===== src/rtl/spcm_pkg.sv =====
// Shared types, constants, tables and arithmetic helpers of the stereo peak compressor.
package spcm_pkg;

  localparam int SampleBits  = 24;
  localparam int MagBits     = SampleBits - 1;
  localparam int LogDepth    = 64;
  localparam int LogBits     = $clog2(LogDepth);
  localparam int CfgIdxBits  = 3;
  localparam int CfgDataBits = 17;
  localparam int TabBits     = 17;

  typedef logic signed [SampleBits-1:0] sample_t;
  typedef logic [MagBits-1:0]           mag_t;

  typedef struct packed {
    sample_t wet_left;
    sample_t wet_right;
    sample_t dry_left;
    sample_t dry_right;
    mag_t    peak;
  } item_t;

  typedef struct packed {
    logic        comp_enable;
    logic [15:0] comp_slope;
    logic [13:0] makeup_gain;
    logic [15:0] attack_coeff;
    logic [15:0] release_coeff;
    logic [16:0] dry_wet;
    logic [15:0] output_gain;
  } cfg_t;

  typedef struct packed {
    logic       full;
    logic       empty;
    logic [1:0] count;
  } q_stat_t;

  typedef enum logic [CfgIdxBits-1:0] {
    REG_COMP_ENABLE   = 3'd0,
    REG_COMP_SLOPE    = 3'd1,
    REG_MAKEUP_GAIN   = 3'd2,
    REG_ATTACK_COEFF  = 3'd3,
    REG_RELEASE_COEFF = 3'd4,
    REG_DRY_WET       = 3'd5,
    REG_OUTPUT_GAIN   = 3'd6
  } reg_idx_e;

  typedef logic [LogDepth:0][TabBits-1:0] tab_t;

  function automatic logic [15:0] log2_frac(input logic [63:0] w_in);
    logic [63:0] w;
    logic [15:0] r;
    w = w_in;
    r = '0;
    for (int k = 0; k < 16; k++) begin
      w = (w * w) >> 30;
      r = {r[14:0], 1'b0};
      if (w >= 64'h8000_0000) begin
        w = w >> 1;
        r[0] = 1'b1;
      end
    end
    return r;
  endfunction

  function automatic logic [63:0] div_u64(input logic [63:0] num, input logic [63:0] den);
    logic [63:0] quo;
    logic [64:0] rem;
    quo = '0;
    rem = '0;
    for (int b = 63; b >= 0; b--) begin
      rem = {rem[63:0], num[b]};
      if (rem >= {1'b0, den}) begin
        rem    = rem - {1'b0, den};
        quo[b] = 1'b1;
      end
    end
    return quo;
  endfunction

  function automatic tab_t build_log();
    tab_t t;
    logic [63:0] w;
    t = '0;
    for (int i = 0; i < LogDepth; i++) begin
      w = 64'h4000_0000 + (((64'(i)) << 30) + 64'(LogDepth / 2)) / 64'(LogDepth);
      t[i] = {1'b0, log2_frac(w)};
    end
    t[LogDepth] = 17'h10000;
    return t;
  endfunction

  function automatic tab_t build_exp();
    tab_t t;
    logic [63:0] lo;
    logic [63:0] hi;
    logic [63:0] mid;
    logic [15:0] target;
    t = '0;
    t[0] = 17'h10000;
    for (int i = 1; i < LogDepth; i++) begin
      target = 16'((((64'(i)) << 16) + 64'(LogDepth / 2)) / 64'(LogDepth));
      lo = 64'h4000_0000;
      hi = 64'h7FFF_FFFF;
      for (int it = 0; it < 32; it++) begin
        if (lo < hi) begin
          mid = lo + ((hi - lo) >> 1);
          if (log2_frac(mid) >= target) hi = mid;
          else lo = mid + 64'd1;
        end
      end
      t[i] = 17'(div_u64((64'd1 << 46) + (lo >> 1), lo));
    end
    t[LogDepth] = 17'h08000;
    return t;
  endfunction

  localparam tab_t LogTab = build_log();
  localparam tab_t ExpTab = build_exp();

  function automatic logic [TabBits-1:0] interp(input tab_t tab, input logic [15:0] f);
    logic [LogBits-1:0] idx;
    logic [15:0]        r;
    logic [TabBits-1:0] a;
    logic [TabBits-1:0] b;
    logic [32:0]        d;
    idx = f[15 -: LogBits];
    r   = {f[15-LogBits:0], LogBits'(0)};
    a   = tab[idx];
    b   = tab[32'(idx) + 1];
    if (b >= a) begin
      d = 33'(b - a) * 33'(r);
      return a + TabBits'(d >> 16);
    end else begin
      d = 33'(a - b) * 33'(r);
      return a - TabBits'(d >> 16);
    end
  endfunction

  function automatic logic signed [63:0] rnd_shift(input logic signed [63:0] v, input int s);
    logic [63:0] mag;
    logic [63:0] half;
    half = 64'd1 << (s - 1);
    if (!v[63]) begin
      return signed'((64'(v) + half) >> s);
    end else begin
      mag = 64'(-v);
      return -signed'((mag + half) >> s);
    end
  endfunction

endpackage


===== src/rtl/spcm_front.sv =====
// Front stage: input register and peak magnitude of the wet pair.
module spcm_front (
  input  logic              clk_i,
  input  logic              rst_ni,
  input  logic              in_valid_i,
  output logic              in_stall_o,
  input  spcm_pkg::sample_t wet_left_i,
  input  spcm_pkg::sample_t wet_right_i,
  input  spcm_pkg::sample_t dry_left_i,
  input  spcm_pkg::sample_t dry_right_i,
  input  logic              q_full_i,
  output logic              push_o,
  output spcm_pkg::item_t   item_o
);

  logic                     valid_q;
  logic                     valid_d;
  logic                     accept;
  spcm_pkg::item_t          item_q;
  spcm_pkg::mag_t           mag_l;
  spcm_pkg::mag_t           mag_r;

  function automatic spcm_pkg::mag_t mag_sat(input spcm_pkg::sample_t v);
    logic signed [spcm_pkg::SampleBits:0] ext;
    logic [spcm_pkg::SampleBits:0]        m;
    ext = (spcm_pkg::SampleBits + 1)'(v);
    m   = v[spcm_pkg::SampleBits-1] ? unsigned'(-ext) : unsigned'(ext);
    if (m > {2'b00, {spcm_pkg::MagBits{1'b1}}}) return {spcm_pkg::MagBits{1'b1}};
    return m[spcm_pkg::MagBits-1:0];
  endfunction

  assign mag_l      = mag_sat(wet_left_i);
  assign mag_r      = mag_sat(wet_right_i);
  assign in_stall_o = valid_q & q_full_i;
  assign accept     = in_valid_i & ~in_stall_o;
  assign push_o     = valid_q & ~q_full_i;
  assign item_o     = item_q;

  always_comb begin
    valid_d = valid_q;
    if (accept) valid_d = 1'b1;
    else if (push_o) valid_d = 1'b0;
  end

  always_ff @(posedge clk_i or negedge rst_ni) begin
    if (!rst_ni) begin
      valid_q <= 1'b0;
    end else begin
      valid_q <= valid_d;
    end
  end

  always_ff @(posedge clk_i) begin
    if (accept) begin
      item_q.wet_left  <= wet_left_i;
      item_q.wet_right <= wet_right_i;
      item_q.dry_left  <= dry_left_i;
      item_q.dry_right <= dry_right_i;
      item_q.peak      <= (mag_l > mag_r) ? mag_l : mag_r;
    end
  end

endmodule


===== config.mk =====
export PLATFORM = sky130hd
export DESIGN_NAME = spcm_front
export DESIGN_NICKNAME = d
export VERILOG_FILES = /design/src/rtl/spcm_pkg.sv /design/src/rtl/spcm_front.sv
export SDC_FILE = /design/constraint.sdc
export NUM_CORES = 1
export LEC_CHECK = 0
export ABC_AREA = 1
export BUFFER_PORTS_ARGS = -buffer_cell sky130_fd_sc_hd__buf_2
export CAP_MARGIN = 20
export CORE_MARGIN = 1.5
export CORE_UTILIZATION = 25
export DETAILED_ROUTE_END_ITERATION = 10
export PLACE_DENSITY_LB_ADDON = 0.08
export SETUP_SLACK_MARGIN = 0.15
export SLEW_MARGIN = 20
export SYNTH_ARGS = -nofsm -noshare
export SYNTH_HDL_FRONTEND = slang
export SYNTH_SLANG_ARGS = --single-unit

===== constraint.sdc =====
create_clock -name clk_i -period 5.9 [get_ports clk_i]
set_input_delay 0.295 -clock clk_i [delete_from_list [all_inputs] [get_ports clk_i]]
set_output_delay 0.295 -clock clk_i [all_outputs]
set_load 0.1 [all_outputs]

==> flow_summary_export.csv <==
group,metric,value,unit
outcome,status,"complete, no violations",
timing,final-hold-violation-count,0,
global_route,grt_max_degree,83,
cells_and_area,stdcell_count,1224,
synth,syn_nets,779,
drt,drtIter0Drc,267,
cells_and_area,area_delta_synth_final,32.8,%
clock_tree,numCtsBuffers,17,
timing,post-route-period-util,62.0,%
worst_setup_path,worstPathArrival,3.82,ns
synth,syn_area,6350,um2
floorplan,initial_utilization,25.4,%
floorplan,io_pins,221,
clock_tree,clkTransAtPathRegs,0.06,ns
worst_setup_path,r2r_slack,4.12,ns
clock_tree,postCtsSetupRepairBufs,0,
floorplan,core_area,25000,um2
floorplan,rows,58,
floorplan,die_h,162,um
timing,setup_tns,0,ns
worst_setup_path,critPathLaunch,"wet_left_i[23]",
global_route,grt_usage,14.2,%
synth,synth_seq_cells,120,
floorplan,die-area,26400,um2
timing,worst_pin_slew,0.575,ns
worst_setup_path,critPathLaunchType,"input pin",
drt,vias,5168,
synth,synth_cell_types,32,
drt,first_pass_iters,4,
pwr,irDropWorstVdd,0.162,mV
synth,synth_common_cells,"nand2_1, edfxtp_1, inv_1, nand3_1, nor2_1",
clock_tree,cts_sinks,120,
floorplan,die_w,162,um
synth,yosysMostFrequentCell,"nand2_1",
worst_hold_path,whs_endpoint,"item_o[38]",
worst_hold_path,whs_path_depth,1,
cells_and_area,insertedDiodeCount,0,
placement,place.gp.congestion,0.808,
worst_setup_path,worstPathCellList,"buf_2, inv_2, nor3_1, nand4_4, nand3_2, ha_1, nand2_1, nor2_2, nand3_1, nor2_1, nand4_2, nand2_2, inv_2, nand2_1, nand2_1",
worst_setup_path,cpPeakStageDelay,0.49,ns
worst_setup_path,cp_max_fo,30,
timing,finalMaxSlewViolations,0,
clock_tree,cts-root-buf,"clkbuf_16",
synth,synth-edff-count,119,
timing,max_slew_margin,61.5,%
synth,async_reset_ff_share,0.833,%
clock_tree,cts_tree,"done",
global_route,grt_pass1_wl,28000,um
worst_setup_path,slowest_stage,"nand2_2",
synth,netlist.area_leader.share,56.3,%
timing,finClkSkew,0.00676,ns
worst_hold_path,hp-class,"input pin to register",
cells_and_area,drive_gt1_share,35.1,%
timing,setup_viol,0,
clock_tree,clk_latency,0.42,ns
global_route,antenna_found_initial,0,
worst_setup_path,end_kind,"register",
drt,routedWlPerCell,15.3,um
cells_and_area,nNetsFinal,1006,
synth,yosysWarnings,0,
pwr,p_leak,0.00399,uW
worst_setup_path,reg2reg_depth,4,
synth,yosysSeqAreaShare,56.6,%
drt,drc_errors,0,
clock_tree,clockBufferDepth,2,
placement,dpl.cell_count,1191,
pwr,power_density,344,nW/um2
worst_setup_path,critical_path_required,6.06,ns
clock_tree,htree_levels,4,
synth,yosys.area.top_type,"edfxtp_1",
drt,postRouteAntennaNets,0,
worst_setup_path,crit_type,"input pin to register",
drt,totalWireLength,18800,um
worst_setup_path,reg2reg_to,"item_o[81]",
global_route,gr-total-overflow,0,
synth,synthFlopType,"edfxtp_1",
worst_setup_path,r2r-start,"valid_q",
timing,rsz0062_at_grt,"false",
synth,avgSynthCellArea,9.71,um2
worst_hold_path,hp-start,"dry_right_i[15]",
worst_setup_path,crit_top_cell,"nand2_1",
placement,port-buffer-count,220,
global_route,grt_pass1_vias,5051,
synth,synthCells,654,
placement,post-dp-hpwl,14500,um
run,maxCapViolCount,0,
drt,avgViaCountPerCell,4.22,
synth,synth.area.top_cells,"edfxtp_1, nand2_1, ha_1",
timing,finalCriticalPeriod,3.66,ns
timing,fmax,0.273,GHz
[where the power goes]
part,internal (uW),switching [uW],leakage (uW)
Sequential,1010,13.0,0.00115
Clock,679,443,0.000301
Combinational,140,617,0.00254
Total,1830,1070,0.00399
[how the worst max path moves through the flow]
stage,slack (ns),cells past startpoint,end
3_3_place_gp,1.84,15,item_o[22]
3_5_place_dp,1.76,14,item_o[17]
6_report,2.24,15,item_o[17]
4_1_cts,2.21,14,item_o[17]
5_1_grt,1.96,15,item_o[17]
2_1_floorplan,1.40,3,item_o[0]
[state kept, by name (all words and copies together) (netlist names)]
signal,count
item_o,119
valid_q,1
[cell type report]
type	count	area [um2]
clock inverters	14	186
repair buffers	223	1150
clock buffers	18	429
flip-flops and latches	120	3600
multi-input cells	441	2360
well taps	330	413
inverters	78	295
fillers	2648	16600
[cells in the final DEF (no fill, tap or decap), types with 3 or more instances in the layout]
master and n:
nand3b_1 7, nor2_2 13, nor2_1 49, a21oi_1 8
nand2_2 4, or2_1 3, edfxtp_1 119, nand3_2 27
inv_2 6, o21ai_0 18, xnor2_1 3, nand4_1 8
bufinv_16 3, nand2_1 192, ha_1 25, buf_2 220
nor2_4 3, or2_2 5, xor2_1 5, inv_1 71
nand3_1 62, clkbuf_16 17, o21ai_1 3, inv_6 6
[layer usage]
metal  vias to the layer above  part of all wire (%)  GRT usage, %
met4                         0                   1.3          4.75
met2                       178                    47          23.7
li1                       2645                     -             -
met5                         -                     0             0
met1                      2330                    45          18.0
met3                        15                   6.7          3.34
[logic make-up (layout without fill, tap and decap cells)]
kind of cell	count (synthesis)	in the layout	share of synthesized area [%]
buffers and inverters	93	333	6.24
AO/OA/AOI/OAI	31	31	2.52
adder cells (fa/ha/maj)	25	25	4.92
AND/OR/NAND/NOR	377	377	28.6
XOR/XNOR	8	8	1.10
flip-flops	120	120	56.6
[per-stage QoR]
| stage | setup slack [ns] | utilization (%) | hold WS [ns] | power, uW | cell area, um2 |
|---|---|---|---|---|---|
| 2_1_floorplan | 1.40 | - | -0.000591 | 1650 | 6350 |
| 3_3_place_gp | 1.84 | 31.1 | 0.0702 | 1810 | 7790 |
| 3_5_place_dp | 1.76 | 31.2 | 0.0726 | 1810 | 7810 |
| 4_1_cts | 2.21 | 33.7 | 0.0219 | 2960 | 8440 |
| 5_1_grt | 1.96 | 33.7 | 0.0268 | 3030 | 8440 |
| 6_report | 2.24 | 33.7 | 0.0489 | 2900 | 8440 |
[critical path: cells and delay by family]
| kind | cells | cell delay (ns) |
|---|---|---|
| buf+inv | 3 | 0.83 |
| simple gates | 11 | 2.46 |
| fa+ha+maj | 1 | 0.20 |
[timing repair]
| item | 4_1_cts | 5_1_grt |
|---|---|---|
| gates resized for setup | 0 | 0 |
| endpoints found under the hold margin | 1 | 0 |
| hold buffers | 1 | 0 |
(Power assumes the default switching activity.)
