==> src/rtl/spcm_pkg.sv <==
// Shared types, constants, tables and arithmetic helpers of the stereo peak compressor.
package spcm_pkg;

  localparam int SampleBits  = 24;
  localparam int MagBits     = SampleBits - 1;
  localparam int LogDepth    = 64;
  localparam int LogBits     = $clog2(LogDepth);
  localparam int CfgIdxBits  = 3;
  localparam int CfgDataBits = 17;
  localparam int TabBits     = 17;

  typedef logic signed [SampleBits-1:0] sample_t;
  typedef logic [MagBits-1:0]           mag_t;

  typedef struct packed {
    sample_t wet_left;
    sample_t wet_right;
    sample_t dry_left;
    sample_t dry_right;
    mag_t    peak;
  } item_t;

  typedef struct packed {
    logic        comp_enable;
    logic [15:0] comp_slope;
    logic [13:0] makeup_gain;
    logic [15:0] attack_coeff;
    logic [15:0] release_coeff;
    logic [16:0] dry_wet;
    logic [15:0] output_gain;
  } cfg_t;

  typedef struct packed {
    logic       full;
    logic       empty;
    logic [1:0] count;
  } q_stat_t;

  typedef enum logic [CfgIdxBits-1:0] {
    REG_COMP_ENABLE   = 3'd0,
    REG_COMP_SLOPE    = 3'd1,
    REG_MAKEUP_GAIN   = 3'd2,
    REG_ATTACK_COEFF  = 3'd3,
    REG_RELEASE_COEFF = 3'd4,
    REG_DRY_WET       = 3'd5,
    REG_OUTPUT_GAIN   = 3'd6
  } reg_idx_e;

  typedef logic [LogDepth:0][TabBits-1:0] tab_t;

  function automatic logic [15:0] log2_frac(input logic [63:0] w_in);
    logic [63:0] w;
    logic [15:0] r;
    w = w_in;
    r = '0;
    for (int k = 0; k < 16; k++) begin
      w = (w * w) >> 30;
      r = {r[14:0], 1'b0};
      if (w >= 64'h8000_0000) begin
        w = w >> 1;
        r[0] = 1'b1;
      end
    end
    return r;
  endfunction

  function automatic logic [63:0] div_u64(input logic [63:0] num, input logic [63:0] den);
    logic [63:0] quo;
    logic [64:0] rem;
    quo = '0;
    rem = '0;
    for (int b = 63; b >= 0; b--) begin
      rem = {rem[63:0], num[b]};
      if (rem >= {1'b0, den}) begin
        rem    = rem - {1'b0, den};
        quo[b] = 1'b1;
      end
    end
    return quo;
  endfunction

  function automatic tab_t build_log();
    tab_t t;
    logic [63:0] w;
    t = '0;
    for (int i = 0; i < LogDepth; i++) begin
      w = 64'h4000_0000 + (((64'(i)) << 30) + 64'(LogDepth / 2)) / 64'(LogDepth);
      t[i] = {1'b0, log2_frac(w)};
    end
    t[LogDepth] = 17'h10000;
    return t;
  endfunction

  function automatic tab_t build_exp();
    tab_t t;
    logic [63:0] lo;
    logic [63:0] hi;
    logic [63:0] mid;
    logic [15:0] target;
    t = '0;
    t[0] = 17'h10000;
    for (int i = 1; i < LogDepth; i++) begin
      target = 16'((((64'(i)) << 16) + 64'(LogDepth / 2)) / 64'(LogDepth));
      lo = 64'h4000_0000;
      hi = 64'h7FFF_FFFF;
      for (int it = 0; it < 32; it++) begin
        if (lo < hi) begin
          mid = lo + ((hi - lo) >> 1);
          if (log2_frac(mid) >= target) hi = mid;
          else lo = mid + 64'd1;
        end
      end
      t[i] = 17'(div_u64((64'd1 << 46) + (lo >> 1), lo));
    end
    t[LogDepth] = 17'h08000;
    return t;
  endfunction

  localparam tab_t LogTab = build_log();
  localparam tab_t ExpTab = build_exp();

  function automatic logic [TabBits-1:0] interp(input tab_t tab, input logic [15:0] f);
    logic [LogBits-1:0] idx;
    logic [15:0]        r;
    logic [TabBits-1:0] a;
    logic [TabBits-1:0] b;
    logic [32:0]        d;
    idx = f[15 -: LogBits];
    r   = {f[15-LogBits:0], LogBits'(0)};
    a   = tab[idx];
    b   = tab[32'(idx) + 1];
    if (b >= a) begin
      d = 33'(b - a) * 33'(r);
      return a + TabBits'(d >> 16);
    end else begin
      d = 33'(a - b) * 33'(r);
      return a - TabBits'(d >> 16);
    end
  endfunction

  function automatic logic signed [63:0] rnd_shift(input logic signed [63:0] v, input int s);
    logic [63:0] mag;
    logic [63:0] half;
    half = 64'd1 << (s - 1);
    if (!v[63]) begin
      return signed'((64'(v) + half) >> s);
    end else begin
      mag = 64'(-v);
      return -signed'((mag + half) >> s);
    end
  endfunction

endpackage

==> src/rtl/spcm_queue.sv <==
// Two-entry queue between the front stage and the compressor back end.
module spcm_queue (
  input  logic              clk_i,
  input  logic              rst_ni,
  input  logic              push_i,
  input  spcm_pkg::item_t   push_data_i,
  input  logic              pop_i,
  output spcm_pkg::item_t   pop_data_o,
  output spcm_pkg::q_stat_t stat_o
);

  spcm_pkg::item_t mem_q [2];
  logic            wr_ptr_q;
  logic            rd_ptr_q;
  logic [1:0]      count_q;
  logic [1:0]      count_d;

  assign pop_data_o   = mem_q[rd_ptr_q];
  assign stat_o.full  = (count_q == 2'd2);
  assign stat_o.empty = (count_q == 2'd0);
  assign stat_o.count = count_q;

  always_comb begin
    count_d = count_q;
    if (push_i && !pop_i) count_d = count_q + 2'd1;
    else if (pop_i && !push_i) count_d = count_q - 2'd1;
  end

  always_ff @(posedge clk_i or negedge rst_ni) begin
    if (!rst_ni) begin
      wr_ptr_q <= 1'b0;
      rd_ptr_q <= 1'b0;
      count_q  <= 2'd0;
    end else begin
      if (push_i) wr_ptr_q <= ~wr_ptr_q;
      if (pop_i) rd_ptr_q <= ~rd_ptr_q;
      count_q <= count_d;
    end
  end

  always_ff @(posedge clk_i) begin
    if (push_i) mem_q[wr_ptr_q] <= push_data_i;
  end

endmodule

==> config.mk <==
export PLATFORM = sky130hd
export DESIGN_NAME = spcm_queue
export DESIGN_NICKNAME = d
export VERILOG_FILES = /design/src/rtl/spcm_pkg.sv /design/src/rtl/spcm_queue.sv
export SDC_FILE = /design/constraint.sdc
export NUM_CORES = 1
export LEC_CHECK = 0
export ABC_CLOCK_PERIOD_IN_PS = 7150
export BUFFER_PORTS_ARGS = -buffer_cell sky130_fd_sc_hd__buf_2
export CAP_MARGIN = 20
export CORE_AREA = 2 2 134 136
export DETAILED_ROUTE_END_ITERATION = 7
export DIE_AREA = 0 0 136 138
export GPL_TIMING_DRIVEN = 0
export PLACE_DENSITY = 0.88
export SLEW_MARGIN = 0
export SYNTH_ARGS = -nofsm -noshare
export SYNTH_HDL_FRONTEND = slang
export SYNTH_SLANG_ARGS = --single-unit
==> constraint.sdc <==
create_clock -name clk_i -period 7.15 [get_ports clk_i]
set_clock_uncertainty 0.15 [all_clocks]
set_input_delay 1.0725 -clock clk_i [delete_from_list [all_inputs] [get_ports clk_i]]
set_output_delay 1.0725 -clock clk_i [all_outputs]
set_load 0.02 [all_outputs]
==> impl_metrics.csv, run 1 <==
group,metric,value,unit
timing,whs,217.1,ps
clock_tree,htreeDepth,1,
routing,avgViaCountPerCell,4.992,
clock_tree,ctsRootBufferMaster,"clkbuf_16",
die,coreArea,0.01753,mm2
timing,finalHoldViolations,0,
critical_path,cp_max_fo,10,
yosys,synth_warnings,0,
global_route,grt_max_degree,66,
yosys,synth-seq-cells,242,
die,pin_count,246,
clock_tree,cts-buffers-inserted,24,
finish,fill_cells,1224,
critical_path,cp.arrival,1790,ps
placed_design,gp_congestion,0.7272,
global_route,first_global_vias,4839,
global_route,grt_pass1_wl,24.56,mm
critical_path,cpMostUsedCell,"buf_6",
yosys,synth.distinct_cells,12,
timing,slew_violations,0,
yosys,ys_top_cells_by_area,"edfxtp_1, mux2_2, buf_6, dfrtp_1, xor2_1",
finish,antenna_cells,0,
power,power.switching,1.445,mW
power,ir_drop,0.2825,mV
routing,drtAntennaViolNets,0,
global_route,gr-usage-all-layers,16.73,%
global_route,antenna_found_initial,0,
critical_path,path_cells,"buf_6, buf_6, mux2_2, buf_2",
critical_path,slowest_stage,"dfrtp_1",
yosys,synth_top_cell_area_share,81.15,%
critical_path,cp.required,5930,ps
placed_design,dpl.hpwl,11.35,mm
power,p_seq_share,41.9,%
timing,rsz0062_at_grt,"no",
finish,area_growth,26.71,%
timing,relSlewSlack,48.47,%
power,power_frac_clock,25.3,%
power,p_per_area,417.3,mW/mm2
power,swShare,31.02,%
global_route,grt_overflow,0,
die,die_h,138,um
status,outcome,"completed",
clock_tree,cts_tree,"done",
power,leakagePower,4.239,nW
finish,num-nets-final,785,
power,combinationalPowerShare,32.8,%
yosys,syn-cell-area,0.008807,mm2
timing,fmaxAchievable,332.1,MHz
routing,via_count,4518,
routing,drt_pass1_iterations,4,
routing,routedWlPerCell,17.96,um
clock_tree,path_clk_slew,60,ps
clock_tree,clkLatencyLatePin,490,ps
routing,finalWirelength,16.25,mm
timing,fin_setup_tns,0,ps
critical_path,end_kind,"primary output",
hold_path,hold_path.class,"in -> async",
clock_tree,cts_setup_buffers,0,
die,start_util,50.23,%
critical_path,start_kind,"flip-flop",
yosys,syn_inst,386,
yosys,yosysSeqAreaShare,82.28,%
placed_design,portBuffers,245,
finish,stdcell_count,905,
finish,drive_gt1_share,61.09,%
clock_tree,cts_sinks,242,
yosys,syn_avg_cell_area,22.82,um2
critical_path,crit_buf_inv,3,
placed_design,dpl.cell_count,864,
timing,worst_pin_slew,773.0,ps
routing,drc,0,
die,die_w,136,um
clock_tree,cts_resized,0,
die,die_area,0.01877,mm2
die,fp-row-count,49,
routing,drt_iter0_drc,203,
critical_path,worstSetupPathType,"reg -> out",
critical_path,max_stage_delay,380,ps
critical_path,critical-path-top-delay-family,"buffers and inverters",
timing,finalCritPeriodShare,42.12,%
run,cap_violations,0,
yosys,yosysTopAreaCell,"edfxtp_1",
yosys,syn_nets,510,
power,p_int,3.212,mW
clock_tree,clock_path_buffers,3,
clock_tree,hold_buffers,0,
timing,setup_viol,0,
timing,period_needed,3011,ps
[worst reg2reg max path, stage by stage (launching register included)]
cell     delay, ps
dfrtp_1        440
nor2b_4        640
buf_12         290
buf_12         250
[through the flow]
stage          worst slack (ps)  instance area (um2)  utilization, %  power, mW
3_5_place_dp               4229                10420           59.41      3.527
3_3_place_gp              -2246                10320           58.86      3.505
5_1_grt                    4051                11160           63.64      4.862
2_1_floorplan             151.2                 8807               -      3.050
6_report                   4139                11160           63.64      4.657
4_1_cts                    4086                11160           63.64      4.723
[cells in the final DEF, fill, tap and decap left out, drive strengths merged]
cell,n
xor2,4
clkinv,6
inv,1
clkbuf,33
bufinv,2
buf,262
mux2,119
and2,1
nor2b,2
ha,1
xnor2,1
edfxtp,238
nor2,2
dfrtp,4
[cells by family (layout without fill, tap and decap cells)]
family,after synthesis,after routing,share of synthesized area (%)
buffers and inverters,14,304,1.563
flip-flops,242,242,82.28
XOR/XNOR,5,5,0.4972
adder cells (fa/ha/maj),1,1,0.1420
multiplexers,119,119,15.22
AND/OR/NAND/NOR,5,5,0.2984
[metal layers]
metal	wire, um	track usage (%)
met1	6162	19.19
met2	8326	29.75
met3	1290	4.620
met4	474	6.031
met5	0	0
[cell usage after synthesis]
cell type	instances
and2_1	1
inv_1	1
buf_2	2
dfrtp_1	4
xnor2_1	1
ha_1	1
nor2_1	2
buf_6	11
nor2b_1	2
mux2_2	119
edfxtp_1	238
xor2_1	4
[area by class of cell]
cell class	instances	area, um2	area share [%]
inverters	1	3.754	0.03364
clock inverters	8	86.33	0.7736
plain buffers	13	133.9	1.200
multi-input cells	130	1433	12.84
flip-flops and latches	242	7247	64.94
repair buffers	249	1314	11.77
well taps	229	286.5	2.568
clock buffers	33	655.6	5.875
[sequential cells by signal, indices dropped and copies added, names as in the netlist]
name,cells
count_q,2
mem_q,238
rd_ptr_q,1
wr_ptr_q,1
[power groups by stage]
stage          Sequential [mW]  Combinational (mW)  Clock, mW
2_1_floorplan             2.01                1.04          0
3_3_place_gp              2.03                1.48          0
3_5_place_dp              1.98                1.54          0
4_1_cts                   1.95                1.55       1.21
5_1_grt                   1.97                1.62       1.27
6_report                  1.95                1.53       1.18
[worst paths after layout]
path                            cells past startpoint              to        from  slack (ps)
worst max register to register                      3    mem_q[0][46]    wr_ptr_q        5050
worst max-delay path                                4  pop_data_o[17]    rd_ptr_q        4140
worst min register to register                      1      count_q[1]  count_q[1]         410
max in group asynchronous                           1        rd_ptr_q      rst_ni        6510
worst min-delay path                                1      count_q[1]      rst_ni         220
min in group clk_i                                  1      count_q[1]  count_q[1]         410
Power figures use the tool's default switching activity.
==> inputs of run 2 (changes only) <==
--- a/config.mk
+++ b/config.mk
@@ -5,7 +5,8 @@
 export SDC_FILE = /design/constraint.sdc
 export NUM_CORES = 1
 export LEC_CHECK = 0
-export ABC_CLOCK_PERIOD_IN_PS = 7150
+export ABC_AREA = 1
+export ABC_CLOCK_PERIOD_IN_PS = 3000
 export BUFFER_PORTS_ARGS = -buffer_cell sky130_fd_sc_hd__buf_2
 export CAP_MARGIN = 20
 export CORE_AREA = 2 2 134 136
==> constraint.sdc (replaced) <==
create_clock -name clk_i -period 3 [get_ports clk_i]
set_clock_uncertainty 0.15 [all_clocks]
set_input_delay 0.45 -clock clk_i [delete_from_list [all_inputs] [get_ports clk_i]]
set_output_delay 0.45 -clock clk_i [all_outputs]
set_load 0.02 [all_outputs]
==> impl_metrics.csv, run 2 <==
group,metric,value,unit
status,outcome,"completed",
clock_tree,clkLatencyLatePin,500,ps
clock_tree,clock_path_buffers,3,
routing,drc,0,
routing,drt_pass1_iterations,4,
critical_path,cp.required,2400,ps
timing,fmaxAchievable,411.9,MHz
yosys,synth_most_common_cell,"edfxtp_1",
placed_design,portBuffers,245,
die,die_w,136,um
yosys,syn-cell-area,0.008827,mm2
hold_path,holdPathEnd,"wr_ptr_q",
timing,worst_pin_slew,911.9,ps
timing,setup_viol,0,
finish,final_common_cell,"buf_2",
clock_tree,path_clk_slew,60,ps
critical_path,start_kind,"flip-flop",
timing,finalCritPeriodShare,80.93,%
global_route,gr-usage-all-layers,20.53,%
yosys,syn_avg_cell_area,22.35,um2
routing,routedWlPerCell,19.08,um
placed_design,dpl.hpwl,11.57,mm
routing,drt_iter0_drc,252,
yosys,yosysTopAreaCell,"edfxtp_1",
die,die_area,0.01877,mm2
yosys,ys_top_cells_by_area,"edfxtp_1, mux2_2, buf_6, dfrtp_1, inv_1",
critical_path,reg2reg_from,"wr_ptr_q",
global_route,grt_max_degree,45,
clock_tree,cts_resized,0,
clock_tree,cts_sinks,242,
yosys,synth_warnings,0,
clock_tree,ctsRootBufferMaster,"clkbuf_16",
die,coreArea,0.01753,mm2
finish,stdcell_count,1039,
yosys,synth.distinct_cells,13,
yosys,synth-seq-cells,242,
finish,drive_gt1_share,51.36,%
yosys,synth_flop_cell,"edfxtp_1",
critical_path,cp.arrival,1830,ps
placed_design,dpl.cell_count,875,
timing,period_needed,2428,ps
yosys,syn_nets,519,
finish,top_regs,"mem_q: 238 flops, count_q: 2 flops",
timing,finalHoldViolations,0,
critical_path,worstSetupPathType,"reg -> out",
power,leakagePower,4.778,nW
timing,rsz0062_at_grt,"no",
timing,whs,53.72,ps
die,pin_count,246,
critical_path,r2r-end,"mem_q[1][56]",
power,ir_drop,0.6099,mV
timing,layout_setup_ws,572.1,ps
yosys,ys_async_sr_fraction,1.653,%
critical_path,rrSetupSlack,740,ps
routing,avgViaCountPerCell,4.964,
finish,mostFrequentLayoutCells,"buf_2, edfxtp_1, dlygate4sd3_1",
yosys,yosysSeqAreaShare,82.10,%
timing,relSlewSlack,39.08,%
power,p_total,11.34,mW
global_route,first_global_vias,5804,
finish,area_growth,40.69,%
die,die_h,138,um
finish,num-nets-final,917,
yosys,synth_top_cell_area_share,80.96,%
clock_tree,htreeDepth,1,
global_route,grt_overflow,0,
run,cap_violations,0,
routing,via_count,5158,
yosys,synth_common_cells,"edfxtp_1, mux2_2, buf_6, inv_1, nand2_1",
yosys,syn_inst,395,
routing,drtAntennaViolNets,0,
critical_path,end_kind,"primary output",
power,p_per_area,913.4,mW/mm2
yosys,synth_edf_count,238,
hold_path,worstHoldStart,"push_i",
placed_design,post-place-ws,616.3,ps
hold_path,hold_depth,2,
critical_path,worst-r2r-cell-count,3,
clock_tree,cts-buffers-inserted,24,
clock_tree,hold_buffers,121,
hold_path,hold_path.class,"in -> reg",
global_route,antenna_found_initial,0,
critical_path,cp_max_fo,10,
finish,antenna_cells,0,
die,start_util,50.34,%
finish,largest_reg_flops,238,
finish,fill_cells,1043,
routing,finalWirelength,19.82,mm
clock_tree,cts_setup_buffers,0,
placed_design,placed_cell_area,0.01048,mm2
global_route,grt_pass1_wl,29.88,mm
clock_tree,cts_tree,"done",
timing,slew_violations,0,
die,fp-row-count,49,
finish,design_area,0.01242,mm2
placed_design,gp_congestion,0.8217,
finish,regMostFlops,"mem_q",
==> run 2: worst max path at each step <==
| stage | startpoint | slack, ps | to | depth (start not counted) |
|---|---|---|---|---|
| after floorplan | push_i | 170 | mem_q[1][0] | 2 |
| after global placement | push_i | -740 | mem_q[1][52] | 3 |
| after detailed placement | push_i | 620 | mem_q[1][60] | 4 |
| after CTS | rd_ptr_q | 540 | pop_data_o[30] | 4 |
| after global routing | rd_ptr_q | 490 | pop_data_o[71] | 4 |
| final | rd_ptr_q | 570 | pop_data_o[71] | 4 |
==> run 2: worst max-delay path, cell delays in order, from the launching register on <==
cell and delay, ps:
dfrtp_1 380, buf_6 220, buf_6 180, mux2_2 370, buf_2 170
==> run 2: kinds of logic after synthesis <==
group | count (synthesis) | synth area share [%]
and+or+nand+nor | 10 | 0.4678
adders and majority gates | 1 | 0.1417
DFF | 242 | 82.10
xor gates and xnor gates | 3 | 0.2977
buffers and inverters | 20 | 1.814
muxes | 119 | 15.18
==> run 2: report_power, final <==
| group | total [mW] | internal (mW) | switching (mW) |
|---|---|---|---|
| Combinational | 3.89 | 1.61 | 2.28 |
| Clock | 2.79 | 1.61 | 1.18 |
| Sequential | 4.67 | 4.48 | 0.182 |
| Total | 11.3 | 7.70 | 3.64 |
==> run 2: cell type report <==
cell class | instances | area [um2] | share of cell area, %
Timing Repair Buffer | 372 | 2565 | 20.65
Clock inverter | 12 | 81.33 | 0.6548
Sequential cell | 242 | 7247 | 58.35
Tap cell | 229 | 286.5 | 2.307
Clock buffer | 31 | 648.1 | 5.219
Multi-Input combinational cell | 133 | 1428 | 11.50
Buffer | 13 | 133.9 | 1.078
Inverter | 7 | 30.03 | 0.2418
==> run 2: per-stage QoR <==
stage               setup TNS [ps]  utilization, %
floorplan                        0               -
global placement           -165590           59.03
detailed placement               0           59.76
CTS                              0           70.83
global route                     0           70.83
finish                           0           70.83
==> run 2: metal layers <==
| metal | vias to the layer above | global-route usage [%] | wire [um] |
|---|---|---|---|
| li1 | 2367 | - | - |
| met1 | 2505 | 21.52 | 7020 |
| met2 | 233 | 39.12 | 10780 |
| met3 | 53 | 4.694 | 1374 |
| met4 | 0 | 7.785 | 649 |
| met5 | - | 0 | 0 |
==> inputs of run 3 (changes only) <==
--- a/config.mk
+++ b/config.mk
@@ -5,8 +5,8 @@
 export SDC_FILE = /design/constraint.sdc
 export NUM_CORES = 1
 export LEC_CHECK = 0
-export ABC_AREA = 1
-export ABC_CLOCK_PERIOD_IN_PS = 3000
+export ABC_AREA = 0
+export ABC_CLOCK_PERIOD_IN_PS = 2500
 export BUFFER_PORTS_ARGS = -buffer_cell sky130_fd_sc_hd__buf_2
 export CAP_MARGIN = 20
 export CORE_AREA = 2 2 134 136
==> constraint.sdc (replaced) <==
create_clock -name clk_i -period 2.5 [get_ports clk_i]
set_clock_uncertainty 0.15 [all_clocks]
set_input_delay 0.375 -clock clk_i [delete_from_list [all_inputs] [get_ports clk_i]]
set_output_delay 0.375 -clock clk_i [all_outputs]
set_load 0.02 [all_outputs]
==> impl_metrics.csv, run 3 (synthesized netlist as in run 1, its figures left out) <==
group,metric,value,unit
clock_tree,clock_path_buffers,3,
power,swShare,31.78,%
routing,avgViaCountPerCell,4.991,
finish,num-nets-final,906,
die,fp-row-count,49,
critical_path,start_kind,"flip-flop",
routing,via_count,5131,
finish,top_regs,"mem_q: 238 flops, count_q: 2 flops",
die,die_area,0.01877,mm2
timing,finalHoldViolations,0,
critical_path,cp.required,1980,ps
timing,finalCritPeriodShare,95.92,%
die,coreArea,0.01753,mm2
power,p_seq_share,41.6,%
routing,drc,0,
power,leakagePower,4.724,nW
power,p_total,13.46,mW
finish,area_growth,40.15,%
placed_design,gp_congestion,0.7665,
routing,routedWlPerCell,18.64,um
status,outcome,"completed",
global_route,antenna_found_initial,1,
finish,fill_cells,1047,
routing,finalWirelength,19.16,mm
placed_design,portBuffers,245,
power,p_per_area,1091,mW/mm2
critical_path,worstSetupPathType,"reg -> out",
finish,regMostFlops,"mem_q",
global_route,grt_pass1_wl,28.79,mm
finish,mostFrequentLayoutCells,"buf_2, edfxtp_1, dlygate4sd3_1",
routing,drt_pass1_iterations,4,
timing,rsz0062_at_grt,"no",
critical_path,cp.arrival,1870,ps
routing,drt_iter0_drc,299,
die,die_h,138,um
power,ir_drop,0.8612,mV
power,power_frac_clock,24.4,%
hold_path,hold_path.class,"in -> async",
die,start_util,50.23,%
clock_tree,ctsRootBufferMaster,"clkbuf_16",
global_route,gr-usage-all-layers,19.71,%
critical_path,cp_max_fo,10,
critical_path,critPathLaunch,"rd_ptr_q",
clock_tree,cts-buffers-inserted,23,
timing,setup_viol,0,
timing,fmaxAchievable,417.0,MHz
critical_path,reg2reg_from,"wr_ptr_q",
clock_tree,cts_sinks,242,
clock_tree,cts_tree,"done",
routing,drtAntennaViolNets,0,
timing,slew_violations,0,
run,cap_violations,0,
global_route,first_global_vias,5639,
timing,period_needed,2398,ps
global_route,grt_max_degree,68,
clock_tree,clkLatencyLatePin,490,ps
critical_path,end_kind,"primary output",
global_route,grt_overflow,0,
finish,largest_reg_flops,238,
clock_tree,cts_resized,0,
timing,worst_pin_slew,752.9,ps
timing,relSlewSlack,49.81,%
placed_design,dpl.hpwl,11.17,mm
timing,fin_setup_tns,0,ps
die,pin_count,246,
clock_tree,cts_setup_buffers,0,
finish,final_common_cell,"buf_2",
placed_design,placed_cell_area,0.01042,mm2
power,combinationalPowerShare,34.0,%
die,die_w,136,um
clock_tree,path_clk_slew,60,ps
clock_tree,htreeDepth,1,
power,p_int,9.183,mW
finish,design_area,0.01234,mm2
finish,drive_gt1_share,51.50,%
power,power.switching,4.279,mW
-- run 3: cell types whose count changed in the layout (fill, tap and decap cells not counted), moves of 2 or more --
| cell | previous run | this run |
|---|---|---|
| xor2_1 | 2 | 4 |
| inv_1 | 6 | 1 |
| buf_12 | 5 | 3 |
| clkbuf_16 | 25 | 23 |
| clkinv_2 | 4 | 2 |
| nand2_1 | 5 | 0 |
-- run 3: area by class of cell --
class	count	area, um2	area share, %
Sequential cell	242	7247	58.71
Timing Repair Buffer	371	2535	20.54
Multi-Input combinational cell	130	1433	11.61
Clock buffer	30	601.8	4.876
Tap cell	229	286.5	2.321
Buffer	13	133.9	1.085
Clock inverter	11	100.1	0.8109
Inverter	1	3.754	0.03041
Antenna cell	1	2.502	0.02027
-- run 3: power groups by stage --
| stage | Combinational [mW] | Sequential, mW | Clock (mW) |
|---|---|---|---|
| final | 4.58 | 5.60 | 3.28 |
| after detailed placement | 4.41 | 5.67 | 0 |
| after global routing | 4.84 | 5.66 | 3.49 |
| after global placement | 4.22 | 5.67 | 0 |
| after CTS | 4.60 | 5.59 | 3.34 |
| after floorplan | 2.99 | 5.65 | 0 |
-- run 3: path summary, 6_finish.rpt --
kind | cells past startpoint | to | slack, ps
max in group asynchronous | 2 | count_q[0] | 2000
worst min-delay path | 2 | rd_ptr_q | 80
min in group clk_i | 1 | wr_ptr_q | 420
worst max register to register | 3 | mem_q[0][37] | 450
worst min register to register | 1 | wr_ptr_q | 420
worst max-delay path | 4 | pop_data_o[11] | 100
-- run 3: per-layer routing --
metal | global-route usage (%) | up-vias | part of all wire, %
met2 | 36.68 | 233 | 54
met5 | 0 | - | 0
met1 | 21.44 | 2505 | 36
met3 | 4.327 | 61 | 6.9
li1 | - | 2332 | -
met4 | 7.895 | 0 | 3.6
-- run 3: worst max-delay path, cell delays in order, from the launching register on --
cell and delay (ps):
dfrtp_1 410, buf_6 230, buf_6 200, mux2_2 370
buf_2 160
-- run 3: repair_timing --
item | in CTS | in global routing
hold buffers | 122 | 0
hold endpoints to repair | 244 | 0
setup endpoints to repair | 0 | 0
-- run 3: per-stage QoR --
stage | setup slack [ps] | utilization, % | cells | hold slack, ps
6_report | 102.1 | 70.39 | 1028 | 80.99
3_3_place_gp | -1085 | 58.91 | 860 | 30.04
2_1_floorplan | -262.8 | - | 386 | -70.59
5_1_grt | 37.29 | 70.39 | 1028 | 79.59
3_5_place_dp | 342.8 | 59.41 | 864 | 34.79
4_1_cts | 100.8 | 70.38 | 1027 | 50.56
